==> src/rtl/core/tdr_pkg.sv <==
// Shared types and constants for the triangle depth rasterizer.
// No dependencies; imported by every module of the block.
package tdr_pkg;

	localparam int COORD_W = 9;
	localparam int DEPTH_W = 16;
	localparam int ADDR_W  = 16;
	localparam int NUM_W   = 28;
	localparam int STEP_W  = 18;
	localparam int CMD_W   = 2;

	localparam logic [CMD_W-1:0] CMD_CLEAR = 2'd0;
	localparam logic [CMD_W-1:0] CMD_DRAW  = 2'd1;
	localparam logic [CMD_W-1:0] CMD_READ  = 2'd2;

	localparam logic signed [DEPTH_W-1:0] FAR_DEPTH = 16'sd32767;

	typedef struct packed {
		logic [COORD_W-1:0]        x1;
		logic [COORD_W-1:0]        y1;
		logic signed [DEPTH_W-1:0] d1;
		logic [COORD_W-1:0]        x2;
		logic [COORD_W-1:0]        y2;
		logic signed [DEPTH_W-1:0] d2;
	} edge_t;

	typedef struct packed {
		logic [CMD_W-1:0] cmd;
		logic [7:0]       rx;
		logic [7:0]       ry;
		edge_t            lg;
		edge_t            sa;
		edge_t            sb;
	} job_t;

endpackage

==> src/rtl/core/tdr_front.sv <==
// Front end: accepts requests, maps vertices to screen, builds edges, picks the long edge.
// Depends on tdr_pkg.
module tdr_front (
	input  logic                        clk,
	input  logic                        arst_n,
	input  logic                        s_tvalid,
	output logic                        s_tready,
	input  logic [159:0]                s_tdata,
	input  logic [tdr_pkg::CMD_W-1:0]   s_tuser,
	input  logic [tdr_pkg::COORD_W-1:0] frame_width,
	input  logic [tdr_pkg::COORD_W-1:0] frame_height,
	output logic                        job_valid,
	input  logic                        job_ready,
	output tdr_pkg::job_t               job
);
	import tdr_pkg::*;

	function automatic logic [COORD_W-1:0] map_coord(input logic [15:0] q,
			input logic [COORD_W-1:0] size);
		logic [24:0] p;
		p = {~q[15], q[14:0]} * size;
		return p[24:16];
	endfunction

	function automatic edge_t mk_edge(input logic [COORD_W-1:0] xa, input logic [COORD_W-1:0] ya,
			input logic signed [DEPTH_W-1:0] da, input logic [COORD_W-1:0] xb,
			input logic [COORD_W-1:0] yb, input logic signed [DEPTH_W-1:0] db);
		edge_t e;
		if (ya < yb) begin
			e = '{x1: xa, y1: ya, d1: da, x2: xb, y2: yb, d2: db};
		end else begin
			e = '{x1: xb, y1: yb, d1: db, x2: xa, y2: ya, d2: da};
		end
		return e;
	endfunction

	logic                        valid_s1;
	logic [CMD_W-1:0]            cmd_s1;
	logic [7:0]                  rx_s1, ry_s1;
	logic [COORD_W-1:0]          x_s1 [3];
	logic [COORD_W-1:0]          y_s1 [3];
	logic signed [DEPTH_W-1:0]   d_s1 [3];
	edge_t                       e [3];
	logic [COORD_W-1:0]          h [3];
	logic [1:0]                  longest;
	logic [COORD_W-1:0]          best1;

	assign s_tready  = !valid_s1 || job_ready;
	assign job_valid = valid_s1;

	always_ff @(posedge clk or negedge arst_n) begin
		if (!arst_n) begin
			valid_s1 <= 1'b0;
		end else if (s_tready) begin
			valid_s1 <= s_tvalid;
		end
	end

	always_ff @(posedge clk) begin
		if (s_tready && s_tvalid) begin
			cmd_s1  <= s_tuser;
			x_s1[0] <= map_coord(s_tdata[15:0], frame_width);
			y_s1[0] <= map_coord(s_tdata[31:16], frame_height);
			d_s1[0] <= s_tdata[47:32];
			x_s1[1] <= map_coord(s_tdata[63:48], frame_width);
			y_s1[1] <= map_coord(s_tdata[79:64], frame_height);
			d_s1[1] <= s_tdata[95:80];
			x_s1[2] <= map_coord(s_tdata[111:96], frame_width);
			y_s1[2] <= map_coord(s_tdata[127:112], frame_height);
			d_s1[2] <= s_tdata[143:128];
			rx_s1   <= s_tdata[151:144];
			ry_s1   <= s_tdata[159:152];
		end
	end

	always_comb begin
		e[0] = mk_edge(x_s1[0], y_s1[0], d_s1[0], x_s1[1], y_s1[1], d_s1[1]);
		e[1] = mk_edge(x_s1[1], y_s1[1], d_s1[1], x_s1[2], y_s1[2], d_s1[2]);
		e[2] = mk_edge(x_s1[2], y_s1[2], d_s1[2], x_s1[0], y_s1[0], d_s1[0]);
		for (int i = 0; i < 3; i++) begin
			h[i] = e[i].y2 - e[i].y1;
		end
		longest = 2'd0;
		best1   = h[0];
		if (h[1] > best1) begin
			longest = 2'd1;
			best1   = h[1];
		end
		if (h[2] > best1) begin
			longest = 2'd2;
		end
		job.cmd = cmd_s1;
		job.rx  = rx_s1;
		job.ry  = ry_s1;
		case (longest)
			2'd1: begin
				job.lg = e[1]; job.sa = e[2]; job.sb = e[0];
			end
			2'd2: begin
				job.lg = e[2]; job.sa = e[0]; job.sb = e[1];
			end
			default: begin
				job.lg = e[0]; job.sa = e[1]; job.sb = e[2];
			end
		endcase
	end

endmodule

==> config.mk <==
export PLATFORM = sky130hd
export DESIGN_NAME = tdr_front
export DESIGN_NICKNAME = d
export VERILOG_FILES = /design/src/rtl/core/tdr_pkg.sv /design/src/rtl/core/tdr_front.sv
export SDC_FILE = /design/constraint.sdc
export NUM_CORES = 2
export LEC_CHECK = 0
export ABC_CLOCK_PERIOD_IN_PS = 10950
export BUFFER_PORTS_ARGS = -buffer_cell sky130_fd_sc_hd__buf_2
export CAP_MARGIN = 10
export CORE_MARGIN = 4
export CORE_UTILIZATION = 26
export CTS_CLUSTER_SIZE = 28
export DETAILED_ROUTE_END_ITERATION = 10
export MAX_ROUTING_LAYER = met4
export SYNTH_ARGS = -nofsm -noshare
export SYNTH_HDL_FRONTEND = slang
export SYNTH_SLANG_ARGS = --single-unit
==> constraint.sdc <==
create_clock -name clk -period 10.95 [get_ports clk]
set_clock_uncertainty 0.1 [all_clocks]
set_input_delay 0 -clock clk [delete_from_list [all_inputs] [get_ports clk]]
set_output_delay 0 -clock clk [all_outputs]
set_load 0.05 [all_outputs]
==> metrics.txt <==
status=finished, final reports clean; die width=approximately 380 um; total number of vias=about 30,000; final setup vio count=0; CP Capture Type=primary output; largest area contributor in the netlist=fa_1; drt first pass iters=8; antenna violations before repair=26; CP bufs+invs=4; RSZ-0062 raised after global routing=no; DRC=0; post_cts resized=0; fin. max-slew vios=0; WS Path Type=reg -> out; grt total ovfl=0; Critical Path Start=y_s1[0][11]; post-synth cell types=between 70 and 80; TritonCTS Buffers=17; worst-margin pin slew=about 1100 ps; critical path peak fanout=a little under 200; Slew headroom=0.262; fill count=between 10,000 and 15,000; die footprint=approximately 0.14 mm^2; Antenna Nets Post-Route=0; delay-heaviest family, CP=compound AO/OA/AOI/OAI gates; Yosys top cell area share=0.327; FFs w/ async S/R, synth=0.00826; first-pass GRT wire length=around 180 mm; Final Core Density=0.297; root buf cell=clkbuf_16; post-synthesis sequential area ratio=0.101; Largest stage delay, worst path=a little over 900 ps; Post-CTS Setup Bufs=0; Post-Syn Instances=approximately 4,200; Min-Delay Startpoint=s_tdata[34]; H-Tree Level Count=4; Avg Inst Size Synth=8.54 um^2; CP max stage cell=and2_4; Ys Warns=0; DRT iter0 DRCs=1,914; area of the multi-input gates=between 0.02 and 0.03 mm^2; syn nets=about 5,300; Core Region=~0.14 mm^2; Clock Latency Late Sink=approximately 470 ps; layout cells sized above 1=0.111; synthesis-to-layout area growth=13.4%; WL per Instance=roughly 19 um; initial core utilization=0.262; chip height=about 380 um; leading cell types by count after synthesis=658 x inv_1, 598 x nand2_1, 588 x fa_1, 365 x mux2i_1, 311 x nor2_1; io pins=between 400 and 500; HPWL after detailed placement=91.8 mm; Most used DFF post-synth=edfxtp_1; most instantiated library cell after synthesis=inv_1; maximum clock rate=between 100 and 150 MHz; hold crit path type=in -> reg; CTS clk-pin slew, worst paths=roughly 80 ps; FF+latch count, synth=between 100 and 150; CTS tree=yes; nets=5,529; vias in the first global route=31,516; # rows=about 140; max-capacitance violation count=0; crit path DAT=~9000 ps; number of synthesized flops with an enable pin=120; Placer Congestion=approximately 0.9; GRT Resource Usage Total=0.166; register area=0.00363 mm^2; Hold WS=between 100 and 150 ps; Final min period=roughly 9000 ps; Synth area leaders=fa_1 33%, ha_1 10%, mux2i_1 10%, edfxtp_1 10%, inv_1 6.9%; Final Cycle Share=0.845; clock sinks=121; Final Hold Viols=0; CP Launch Type=flop; CTS max path bufs=2; # port buffers=407; Via density=roughly 4.8; Syn Std Cell Area=about 0.036 mm^2; Crit path required time=approximately 11,000 ps; most numerous cell on the critical path=ha_1; WL final=between 100 and 150 mm; largest net degree at the start of global routing=between 200 and 250; setup TNS=0 ps; r2r startpoint=job_valid
[area by class of cell]
cell class,count,area share
Sequential cell,121,0.0888
Clock buffer,18,0.0105
Antenna cell,21,0.00129
Timing Repair Buffer,504,0.0726
Tap cell,1794,0.0550
Inverter,658,0.0605
Multi-Input combinational cell,3161,0.708
Clock inverter,14,0.00337
[kinds of logic (layout without fill, tap and decap cells)]
family / Yosys count / count (layout) / share of synthesized area
buffers and inverters: 936 / 1194 / 0.0984
other: 0 / 21 / 0
xor gates and xnor gates: 61 / 61 / 0.0148
AOI/OAI and AO/OA: 495 / 495 / 0.0832
DFF: 121 / 121 / 0.101
and+or+nand+nor: 1353 / 1353 / 0.171
muxes: 370 / 370 / 0.103
adders and majority gates: 882 / 882 / 0.429
[flip-flops by register name, summed over array words and instances, names as in the netlist]
name and cells:
rx_s1 8, job_valid 1, x_s1 27, y_s1 27, cmd_s1 2, ry_s1 8
d_s1 48
[placed cells by master (no fill, tap or decap), types with 21 or more instances in the layout]
cell	netlist	final
inv_1	658	658
nand2_1	598	596
fa_1	588	588
buf_2	25	407
mux2i_1	365	365
nor2_1	311	309
ha_1	294	294
a21oi_1	287	286
and2_1	258	256
edfxtp_1	120	120
dlygate4sd3_1	0	70
xnor2_1	44	44
o21ai_0	42	42
nor2b_1	39	39
nor3_1	35	35
nand2b_1	33	33
o21a_1	27	27
buf_4	0	25
nand3_1	22	22
diode_2	0	21
[through the flow]
step / std cells / cell area (um^2) / setup WS, ps
3_5_place_dp: 6168 / 39500 / 2250
6_report: 6291 / 40800 / 1700
4_1_cts: 6270 / 40800 / 1650
3_3_place_gp: 6168 / 39500 / 2140
2_1_floorplan: 4218 / 36000 / 3110
5_1_grt: 6291 / 40800 / 1070
[per-layer routing]
layer | track usage | vias up | routed length [um]
li1 | - | 13881 | -
met1 | 0.200 | 15191 | 48800
met2 | 0.280 | 820 | 57800
met3 | 0.0331 | 174 | 7390
met4 | 0.0560 | 0 | 3860
met5 | - | - | 0
[worst paths after layout]
path	endpoint	slack, ps	depth (start not counted)
min in group asynchronous	job_valid	250	3
worst min-delay path	d_s1[0][2]	130	2
worst max register to register	x_s1[0][25]	8200	3
worst max-delay path	job[158]	1700	26
max in group asynchronous	job_valid	10390	3
worst min register to register	job_valid	1020	3
[repair_timing]
action                                  in CTS  in global routing
hold buffers                                70                  0
hold endpoints to repair                    68                  0
endpoints found under the setup margin       0                  0
Power is left out: the tool's default activity adds up to more than one toggle a clock period on the data nets, which glitch-free logic cannot reach.
