`src/rtl/core/tdr_pkg.sv`:
```
// Shared types and constants for the triangle depth rasterizer.
// No dependencies; imported by every module of the block.
package tdr_pkg;

	localparam int COORD_W = 9;
	localparam int DEPTH_W = 16;
	localparam int ADDR_W  = 16;
	localparam int NUM_W   = 28;
	localparam int STEP_W  = 18;
	localparam int CMD_W   = 2;

	localparam logic [CMD_W-1:0] CMD_CLEAR = 2'd0;
	localparam logic [CMD_W-1:0] CMD_DRAW  = 2'd1;
	localparam logic [CMD_W-1:0] CMD_READ  = 2'd2;

	localparam logic signed [DEPTH_W-1:0] FAR_DEPTH = 16'sd32767;

	typedef struct packed {
		logic [COORD_W-1:0]        x1;
		logic [COORD_W-1:0]        y1;
		logic signed [DEPTH_W-1:0] d1;
		logic [COORD_W-1:0]        x2;
		logic [COORD_W-1:0]        y2;
		logic signed [DEPTH_W-1:0] d2;
	} edge_t;

	typedef struct packed {
		logic [CMD_W-1:0] cmd;
		logic [7:0]       rx;
		logic [7:0]       ry;
		edge_t            lg;
		edge_t            sa;
		edge_t            sb;
	} job_t;

endpackage

```
`src/rtl/core/tdr_queue.sv`:
```
// Two-entry job queue between front end and back end.
// Depends on tdr_pkg.
module tdr_queue (
	input  logic          clk,
	input  logic          arst_n,
	input  logic          push_valid,
	output logic          push_ready,
	input  tdr_pkg::job_t push_data,
	output logic          pop_valid,
	input  logic          pop_ready,
	output tdr_pkg::job_t pop_data
);
	import tdr_pkg::*;

	job_t       mem_q [2];
	logic       wr_q, rd_q;
	logic [1:0] cnt_q;
	logic       do_push, do_pop;

	assign push_ready = cnt_q != 2'd2;
	assign pop_valid  = cnt_q != 2'd0;
	assign pop_data   = mem_q[rd_q];
	assign do_push    = push_valid && push_ready;
	assign do_pop     = pop_valid && pop_ready;

	always_ff @(posedge clk or negedge arst_n) begin
		if (!arst_n) begin
			wr_q  <= 1'b0;
			rd_q  <= 1'b0;
			cnt_q <= 2'd0;
		end else begin
			if (do_push) wr_q <= !wr_q;
			if (do_pop) rd_q <= !rd_q;
			if (do_push && !do_pop) cnt_q <= cnt_q + 2'd1;
			else if (!do_push && do_pop) cnt_q <= cnt_q - 2'd1;
		end
	end

	always_ff @(posedge clk) begin
		if (do_push) mem_q[wr_q] <= push_data;
	end

endmodule

```
`config.mk`:
```
export PLATFORM = sky130hd
export DESIGN_NAME = tdr_queue
export DESIGN_NICKNAME = d
export VERILOG_FILES = /design/src/rtl/core/tdr_pkg.sv /design/src/rtl/core/tdr_queue.sv
export SDC_FILE = /design/constraint.sdc
export NUM_CORES = 1
export LEC_CHECK = 0
export BUFFER_PORTS_ARGS = -buffer_cell sky130_fd_sc_hd__buf_2
export CAP_MARGIN = 20
export CORE_ASPECT_RATIO = 1.2
export CORE_MARGIN = 4
export CORE_UTILIZATION = 57
export CTS_CLUSTER_DIAMETER = 120
export DETAILED_ROUTE_END_ITERATION = 10
export PLACE_DENSITY = 0.85
export SLEW_MARGIN = 5
export SYNTH_ARGS = -nofsm -noshare
export SYNTH_HDL_FRONTEND = slang
export SYNTH_SLANG_ARGS = --single-unit
```
`constraint.sdc`:
```
create_clock -name clk -period 32.7 [get_ports clk]
set_input_delay 3.27 -clock clk [delete_from_list [all_inputs] [get_ports clk]]
set_output_delay 3.27 -clock clk [all_outputs]
set_load 0.05 [all_outputs]
```
==> results of run 1 <==
==> flip-flops by register name, indices dropped and copies added, names as in the netlist <==
register and flops:
wr_q 1, mem_q 444, cnt_q 2, rd_q 1
==> through the flow <==
stage	power, mW	hold WS (ns)
5_1_grt	2.36	0.526
2_1_floorplan	1.68	0.456
4_1_cts	2.29	0.493
3_5_place_dp	1.83	0.476
3_3_place_gp	1.81	0.474
6_report	2.28	0.501
==> cell usage after synthesis <==
library cell and instances:
and3_1 1, buf_2 5, buf_6 20, dfrtp_1 4, edfxtp_1 444, ha_1 1
inv_1 1, mux2_2 52, mux2_4 170, nand2_1 2, nand2b_1 1, nor2_1 2
or2_2 1, xnor2_1 3, xor2_1 2
==> power breakdown <==
group | switching [mW] | leakage [nW] | internal [mW] | total, mW
Combinational | 0.685 | 3.46 | 0.296 | 0.981
Clock | 0.194 | 0.638 | 0.266 | 0.460
Sequential | 0.0507 | 4.17 | 0.787 | 0.838
Total | 0.929 | 8.27 | 1.35 | 2.28
==> metal layers <==
metal  wire [um]  share of wire, %  global-route usage (%)  up-vias
met5          13             0.035                       0        -
met4        1730               4.7                    10.9        2
met3        2500               6.8                    4.60      103
met2       20300                55                    39.0      376
met1       12200                33                    23.0     4273
li1            -                 -                       -     3804
==> area by class of cell <==
class / instances / area (sq um) / share of cell area [%]
clock buffers: 53 / 1160 / 5.54
inverters: 1 / 3.75 / 0.0180
flip-flops and latches: 448 / 13400 / 64.4
diodes: 15 / 37.5 / 0.180
well taps: 385 / 482 / 2.31
repair buffers: 458 / 2330 / 11.2
multi-input cells: 235 / 3240 / 15.5
clock inverters: 22 / 159 / 0.762
==> kinds of logic (layout without fill, tap and decap cells) <==
logic type | Yosys count | after routing
XOR/XNOR | 5 | 5
buffers and inverters | 26 | 534
AND/OR/NAND/NOR | 7 | 7
multiplexers | 222 | 222
flip-flops | 448 | 448
adder cells (fa/ha/maj) | 1 | 1
other | 0 | 15
==> worst max path at each step <==
stage	start	endpoint	slack, ns
final	rd_q	pop_data[7]	25.21
after global placement	rd_q	pop_data[7]	25.85
after global routing	rd_q	pop_data[7]	25.04
after floorplan	push_valid	mem_q[0][0]	19.31
after detailed placement	rd_q	pop_data[7]	25.78
after CTS	rd_q	pop_data[7]	25.20
==> critical path: stages (launching register included) <==
cell	delay, ns
dfrtp_4	0.98
buf_4	0.94
buf_4	0.98
mux2_2	0.42
buf_2	0.21
==> impl_metrics.yaml, run 1 <==
status:
  outcome: "finished, final reports clean"
setup_path:
  crit_required_ns: 29.43
  r2r-end: "mem_q[0][195]"
  startpoint_type: "flop"
  ff2ff_path_depth: 5
  critPathCaptureType: "output pin"
  cp_max_fo: 62
  critPathKind: "flop to output pin"
  r2r-start: "cnt_q[0]"
  reg2reg_setup_slack_ns: 29.20
  critPathArrivalTime_ns: 4.22
sta:
  slew_violations: 0
  min_period_ns: 7.49
  finClkSkew_ns: 0.00785
  period_share_pct: 22.9
  fin_tns_setup_ns: 0
  maxSlewHeadroom_pct: 25.4
  worst_pin_slew_ns: 1.12
  fmax_ghz: 0.134
  setup_viol: 0
  setup_slack_ns: 25.21
  hold_viol: 0
  rsz0062_at_grt: "false"
clocking:
  cts_tree: "done"
  cts_setup_buffers: 0
  clock_sinks: 448
  post_cts_resized: 0
  cts_hold_buf: 0
  cts_max_level: 2
  clock_latency_ns: 0.52
  cts.clk_slew.worst_paths_ns: 0.06
  cts_buffer_depth: 3
  cts_buffers: 43
  root_buffer: "clkbuf_16"
synthesis:
  ys_types: 15
  synth-adder-area-share_pct: 0.0740
  syn_area_sq_mm: 0.0169
  yosysSeqAreaShare_pct: 79.4
  synth.largest_area_cell: "edfxtp_1"
  syn-num-nets: 936
  synth_compound_area_share_pct: 0
  yosys.area_share.simple_pct: 0.200
  synthXorXnorAreaFrac_pct: 0.259
  synth_top_area_share_pct: 78.8
  synthCells: 709
  synth_area_leaders: "edfxtp_1 (79%), mux2_4 (15%), mux2_2 (3.5%)"
  avgSynthCellArea_sq_um: 23.9
  synth_warnings: 0
  ys_ff_latch: 448
  synth_top_family_by_area: "multiplexers"
  synth_mux_area_share_pct: 18.6
global_routing:
  grt_pass1_vias: 8989
  track_usage_pct: 21.3
  grt_overflow: 0
  grt_first_pass_wirelength_mm: 51.8
  grt_max_degree: 80
  antenna_found_initial: 16
final_layout:
  final_common_cell: "buf_2"
  drive_above_1_share_pct: 60.8
  final_cell_mix: "buf_2 (449), edfxtp_1 (444), mux2_4 (170), mux2_2 (52), clkbuf_16 (45)"
  instances_no_fill: 1617
  fin_util_pct: 71.9
  syn_to_final_growth_pct: 23.3
  fill_cells: 1714
  final_area_sq_mm: 0.0209
  nNetsFinal: 1414
placement:
  preCtsSetupSlack_ns: 25.78
  portBuffers: 449
  post_dp_cell_area_sq_mm: 0.0195
  place_congestion: 0.839
  dpl.hpwl_mm: 25.7
  dp_cells: 1526
hold_path:
  hold_end: "cnt_q[1]"
  hp-class: "flop to flop"
  worstHoldPathCells: 1
  min_from: "cnt_q[1]"
die:
  top_level_ports: 450
  core-area_sq_mm: 0.0290
  placementRows: 68
  die_h_um: 197
  initial_utilization_pct: 58.3
  die_w_um: 165
  dieArea_sq_mm: 0.0325
route:
  drc: 0
  dr.pass1.iters: 4
  viasPerCell: 5.29
  drt_iter0_drc: 569
  wl_mm: 36.7
  ant_nets: 0
  vias: 8558
  wl_per_cell_um: 22.7
power_and_ir_drop:
  ir_drop_mv: 0.0983
  power_density_mw_per_mm2: 109
  leakagePower_nw: 8.27
flow_run:
  drv_cap: 0
(Power assumes the default switching activity.)
==> run 2: changes to the inputs <==
--- a/config.mk
+++ b/config.mk
@@ -5,14 +5,15 @@
 export SDC_FILE = /design/constraint.sdc
 export NUM_CORES = 1
 export LEC_CHECK = 0
+export ABC_AREA = 1
 export BUFFER_PORTS_ARGS = -buffer_cell sky130_fd_sc_hd__buf_2
 export CAP_MARGIN = 20
 export CORE_ASPECT_RATIO = 1.2
 export CORE_MARGIN = 4
-export CORE_UTILIZATION = 57
+export CORE_UTILIZATION = 47
 export CTS_CLUSTER_DIAMETER = 120
 export DETAILED_ROUTE_END_ITERATION = 10
-export PLACE_DENSITY = 0.85
+export PLACE_DENSITY = 0.76
 export SLEW_MARGIN = 5
 export SYNTH_ARGS = -nofsm -noshare
 export SYNTH_HDL_FRONTEND = slang
==> constraint.sdc (replaced) <==
create_clock -name clk -period 6.7 [get_ports clk]
set_input_delay 0.67 -clock clk [delete_from_list [all_inputs] [get_ports clk]]
set_output_delay 0.67 -clock clk [all_outputs]
set_load 0.05 [all_outputs]
==> run 2 against run 1 <==
Compared with the run above: sequential cell count stayed put; clock skew is 0.0086 ns higher; worst setup slack worse by 22 ns; non-clock buffer count stayed put; first-iteration DRC count is 12% higher; register-to-register slack worse by 25 ns; synthesized cell count is 68% higher; final area is 2.8% lower; critical path type unchanged; highest routed layer unchanged.
==> impl_metrics.yaml, run 2 <==
clocking:
  cts.clk_slew.worst_paths_ns: 0.07
  clock_sinks: 448
  post_cts_resized: 0
  root_buffer: "clkbuf_16"
  cts_max_level: 2
  cts_setup_buffers: 0
  cts_buffers: 42
  clock_latency_ns: 0.53
  cts_buffer_depth: 3
  cts_tree: "done"
synthesis:
  synth_top_family_by_area: "simple AND/OR/NAND/NOR gates"
  synth_area_leaders: "edfxtp_1 (81%), nand2_1 (15%), buf_6 (1.3%)"
  yosysSeqAreaShare_pct: 81.8
  synth_compound_area_share_pct: 0
  avgSynthCellArea_sq_um: 13.8
  netlist_top_cells_count: "nand2_1 (676), edfxtp_1 (444), buf_2 (27), buf_6 (19), inv_1 (6)"
  synth_edf_count: 444
  synthCells: 1188
  syn-num-nets: 1415
  synth_mux_area_share_pct: 0
  ys_ff_latch: 448
  synth_top_area_share_pct: 81.2
  synthMostInstantiatedCell: "nand2_1"
  synth_warnings: 0
  ys_types: 14
  yosys.area_share.simple_pct: 15.6
  synth-main-ff-cell: "edfxtp_1"
  async_reset_ff_share_pct: 0.893
  synthXorXnorAreaFrac_pct: 0.107
  synth-adder-area-share_pct: 0.0762
  synth.largest_area_cell: "edfxtp_1"
  syn_area_sq_mm: 0.0164
status:
  outcome: "finished, final reports clean"
setup_path:
  reg2reg_setup_slack_ns: 4.08
  r2r-end: "mem_q[0][61]"
  ff2ff_path_depth: 5
  startpoint_type: "flop"
  critPathKind: "flop to output pin"
  crit_required_ns: 6.03
  r2r-start: "cnt_q[0]"
  critPathArrivalTime_ns: 3.12
  critPathCaptureType: "output pin"
  cp_max_fo: 119
sta:
  slew_violations: 0
  min_period_ns: 3.79
  hold_viol: 0
  maxSlewHeadroom_pct: 32.5
  period_share_pct: 56.5
  setup_slack_ns: 2.91
  fmax_ghz: 0.264
  setup_viol: 0
  rsz0062_at_grt: "false"
  finClkSkew_ns: 0.0164
  timing.hold.ws_ns: 0.313
  worst_pin_slew_ns: 1.01
global_routing:
  grt_pass1_vias: 10300
  grt_first_pass_wirelength_mm: 54.5
  grt_overflow: 0
  track_usage_pct: 18.6
  grt_max_degree: 135
  antenna_found_initial: 13
die:
  dieArea_sq_mm: 0.0380
  core-area_sq_mm: 0.0343
  placementRows: 74
  die_w_um: 179
  top_level_ports: 450
  die_h_um: 213
  initial_utilization_pct: 47.9
hold_path:
  hp-class: "input pin to flop"
  worstHoldPathCells: 1
  hold_end: "mem_q[0][23]"
  min_from: "push_data[23]"
route:
  wl_per_cell_um: 17.1
  met1_length_mm: 12.6
  wl_met3_mm: 3.82
  drt_iter0_drc: 636
  viasPerCell: 4.81
  wl_met2_mm: 18.6
  wl_mm: 36.6
  ant_nets: 0
  drc: 0
  vias: 10300
  dr.pass1.iters: 5
  highest-signal-layer: "met5"
final_layout:
  fill_cells: 2651
  drive_above_1_share_pct: 30.7
  final_area_sq_mm: 0.0203
  final_cell_mix: "nand2_1 (676), buf_2 (449), edfxtp_1 (444), clkbuf_16 (43), clkinv_1 (13)"
  nNetsFinal: 1868
  top_register: "mem_q"
  seq_area_sq_mm: 0.0134
  largest_register_ffs: 444
  reg.largest.list: "mem_q x444, cnt_q x2"
  instances_no_fill: 2137
  syn_to_final_growth_pct: 23.4
  final_common_cell: "nand2_1"
  multi_input_area_sq_mm: 0.00261
placement:
  preCtsSetupSlack_ns: 3.47
  portBuffers: 449
  post_dp_cell_area_sq_mm: 0.0190
  place_congestion: 0.800
  dp_cells: 2052
  dpl.hpwl_mm: 24.6
flow_run:
  drv_cap: 0
run 2: area by class of cell:
type                       count  area share, %
clock buffer                  54           5.51
clock inverter                22          0.642
sequential                   448           66.3
antenna                        8         0.0988
multi-input combinational    684           12.9
inverter                       7          0.154
tap                          456           2.82
timing repair buffer         458           11.6
run 2: how the worst max path moves through the flow:
stage                         from           end  slack, ns  cells past startpoint
after floorplan           cnt_q[0]   mem_q[0][0]      -0.59                      4
after global placement        rd_q  pop_data[73]       3.44                      5
after detailed placement      rd_q  pop_data[73]       3.47                      5
after CTS                     rd_q  pop_data[73]       2.89                      5
after global routing          rd_q  pop_data[79]       2.68                      5
final                         rd_q  pop_data[73]       2.91                      5
run 2: cells by family after synthesis:
| family | after synthesis |
|---|---|
| AND/OR/NAND/NOR | 681 |
| flip-flops | 448 |
| buffers and inverters | 56 |
| XOR/XNOR | 2 |
| adder cells (fa/ha/maj) | 1 |
run 2: timing repair:
| item | in CTS | in global routing |
|---|---|---|
| endpoints found under the setup margin | 0 | 0 |
| hold endpoints to repair | 4 | 0 |
| hold buffers | 1 | 0 |
run 2: routing by layer:
| metal | up-vias | global-route usage, % |
|---|---|---|
| li1 | 4936 | - |
| met3 | 102 | 6.29 |
| met2 | 451 | 32.5 |
| met1 | 4794 | 20.8 |
| met4 | 6 | 7.76 |
| met5 | - | 0 |
run 2: worst max-delay path: stages, from the launching register on:
cell,delay [ns]
dfrtp_4,0.73
inv_6,0.67
buf_12,0.44
nand2_1,0.10
nand2_1,0.11
buf_2,0.27
run 2: through the flow:
step                      TNS [ns]  utilization, %
after floorplan            -260.51               -
after global placement           0            55.4
after detailed placement         0            55.4
after CTS                        0            59.1
after global routing             0            59.2
final                            0            59.2
Power of run 2 is not shown: default switching activity piles up to over one toggle a cycle in this logic, so the estimate is an artifact.
==> run 3: changes to the inputs <==
==> constraint.sdc (replaced) <==
create_clock -name clk -period 3.4 [get_ports clk]
set_input_delay 0.34 -clock clk [delete_from_list [all_inputs] [get_ports clk]]
set_output_delay 0.34 -clock clk [all_outputs]
set_load 0.05 [all_outputs]
==> run 3 against run 2 <==
Compared with the run above: worst setup slack got worse by 2.4 ns; sequential share of layout area shrank 6.6 points; global-route usage rose by 2.6 points; routed wire length up 15%; register-to-register slack got worse by 2.7 ns; utilization up 6.6 points; die area stayed put; highest routed layer is now met4; clock-buffer cell count grew 1; largest cell class unchanged.
==> impl_metrics.yaml, run 3 (synthesized netlist as in run 2, its figures left out) <==
route:
  wl_per_cell_um: 18.0
  ant_nets: 0
  viasPerCell: 4.89
  dr.pass1.iters: 5
  vias: 11500
  drc: 0
  drt_iter0_drc: 694
  wl_mm: 42.2
global_routing:
  grt_pass1_vias: 11800
  grt_first_pass_wirelength_mm: 62.2
  track_usage_pct: 21.1
  antenna_found_initial: 6
  grt_overflow: 0
  grt_max_degree: 224
power_and_ir_drop:
  ir_drop_mv: 0.840
  clock_power_share_pct: 19.6
  seqPwrFrac_pct: 34.8
  swShare_pct: 46.5
  intPower_mw: 12.1
  leakagePower_nw: 9.63
  p_switching_mw: 10.5
  power_density_mw_per_mm2: 1000
  comb_power_share_pct: 45.7
setup_path:
  startpoint_type: "flop"
  cp_max_fo: 223
  ff2ff_path_depth: 5
  critPathArrivalTime_ns: 2.50
  critPathKind: "flop to output pin"
  critPathCaptureType: "output pin"
  crit_required_ns: 3.06
sta:
  setup_slack_ns: 0.558
  worst_pin_slew_ns: 1.11
  setup_viol: 0
  fin_tns_setup_ns: 0
  slew_violations: 0
  hold_viol: 0
  rsz0062_at_grt: "false"
  min_period_ns: 2.84
  maxSlewHeadroom_pct: 25.9
  fmax_ghz: 0.352
  finClkSkew_ns: 0.0107
  period_share_pct: 83.6
die:
  core-area_sq_mm: 0.0343
  die_w_um: 179
  dieArea_sq_mm: 0.0380
  die_h_um: 213
  initial_utilization_pct: 47.9
  top_level_ports: 450
  placementRows: 74
clocking:
  cts_max_level: 2
  clock_latency_ns: 0.53
  root_buffer: "clkbuf_16"
  cts_tree: "done"
  post_cts_resized: 0
  cts_buffers: 42
  cts.clk_slew.worst_paths_ns: 0.06
  cts_buffer_depth: 3
  clock_sinks: 448
status:
  outcome: "finished, final reports clean"
final_layout:
  top_register: "mem_q"
  syn_to_final_growth_pct: 37.1
  final_cell_mix: "nand2_1 (674), buf_2 (449), edfxtp_1 (444), dlygate4sd3_1 (210), clkbuf_16 (45)"
  nNetsFinal: 2081
  reg.largest.list: "mem_q x444, cnt_q x2"
  final_common_cell: "nand2_1"
  drive_above_1_share_pct: 27.7
  largest_register_ffs: 444
hold_path:
  hp-class: "input pin to flop"
  worstHoldPathCells: 1
placement:
  dpl.hpwl_mm: 24.8
  place_congestion: 0.828
  preCtsSetupSlack_ns: 1.25
  portBuffers: 449
flow_run:
  drv_cap: 0
[run 3: cell type report]
type,count,area [sq um]
sequential,448,13400
fill,2271,11700
timing repair buffer,671,4530
multi-input combinational,684,2640
clock buffer,55,1160
tap,456,571
clock inverter,17,131
inverter,7,31.3
antenna,7,17.5
[run 3: worst paths after layout]
check / start / endpoint / slack, ns
setup / recovery: rd_q / pop_data[81] / 0.56
hold / removal: push_data[138] / mem_q[0][138] / 0.03
setup reg to reg: cnt_q[0] / mem_q[1][89] / 1.36
hold reg to reg: cnt_q[0] / cnt_q[0] / 0.53
max in group asynchronous: arst_n / rd_q / 3.04
min in group asynchronous: arst_n / rd_q / 0.21
[run 3: repair_timing]
| action | CTS | global route |
|---|---|---|
| hold endpoints to repair | 415 | 6 |
| buffers inserted | 0 | 0 |
| hold buffers | 207 | 3 |
[run 3: critical path, cell delays in order (launching register included)]
cell	delay [ns]
dfrtp_4	0.45
buf_12	0.63
nand2_1	0.23
nand2_1	0.15
buf_2	0.27
[run 3: through the flow]
step	util [%]	std cells	power (mW)	hold slack, ns	instance area [sq um]
5_1_grt	65.7	2344	23.6	0.00596	22500
4_1_cts	65.6	2335	22.6	0.0000177	22500
3_5_place_dp	55.8	2056	18.0	0.166	19100
3_3_place_gp	55.8	2056	17.9	0.159	19100
6_report	65.7	2345	22.6	0.0345	22500
2_1_floorplan	-	1188	15.7	0.0444	16500
[run 3: metal layers]
metal / vias to the layer above / share of wire [%] / track usage, %
met3: 116 / 8.5 / 6.20
met5: - / 0 / 0
met1: 5440 / 34 / 21.7
met4: 0 / 4.3 / 9.53
li1: 5355 / - / -
met2: 548 / 54 / 39.5
[run 3: power groups by stage]
stage | Clock (mW) | Sequential [mW] | Combinational, mW
after detailed placement | 0 | 7.96 | 10.1
after floorplan | 0 | 8.01 | 7.73
after global placement | 0 | 7.90 | 10.0
final | 4.42 | 7.87 | 10.3
after global routing | 4.78 | 7.95 | 10.9
after CTS | 4.49 | 7.85 | 10.3
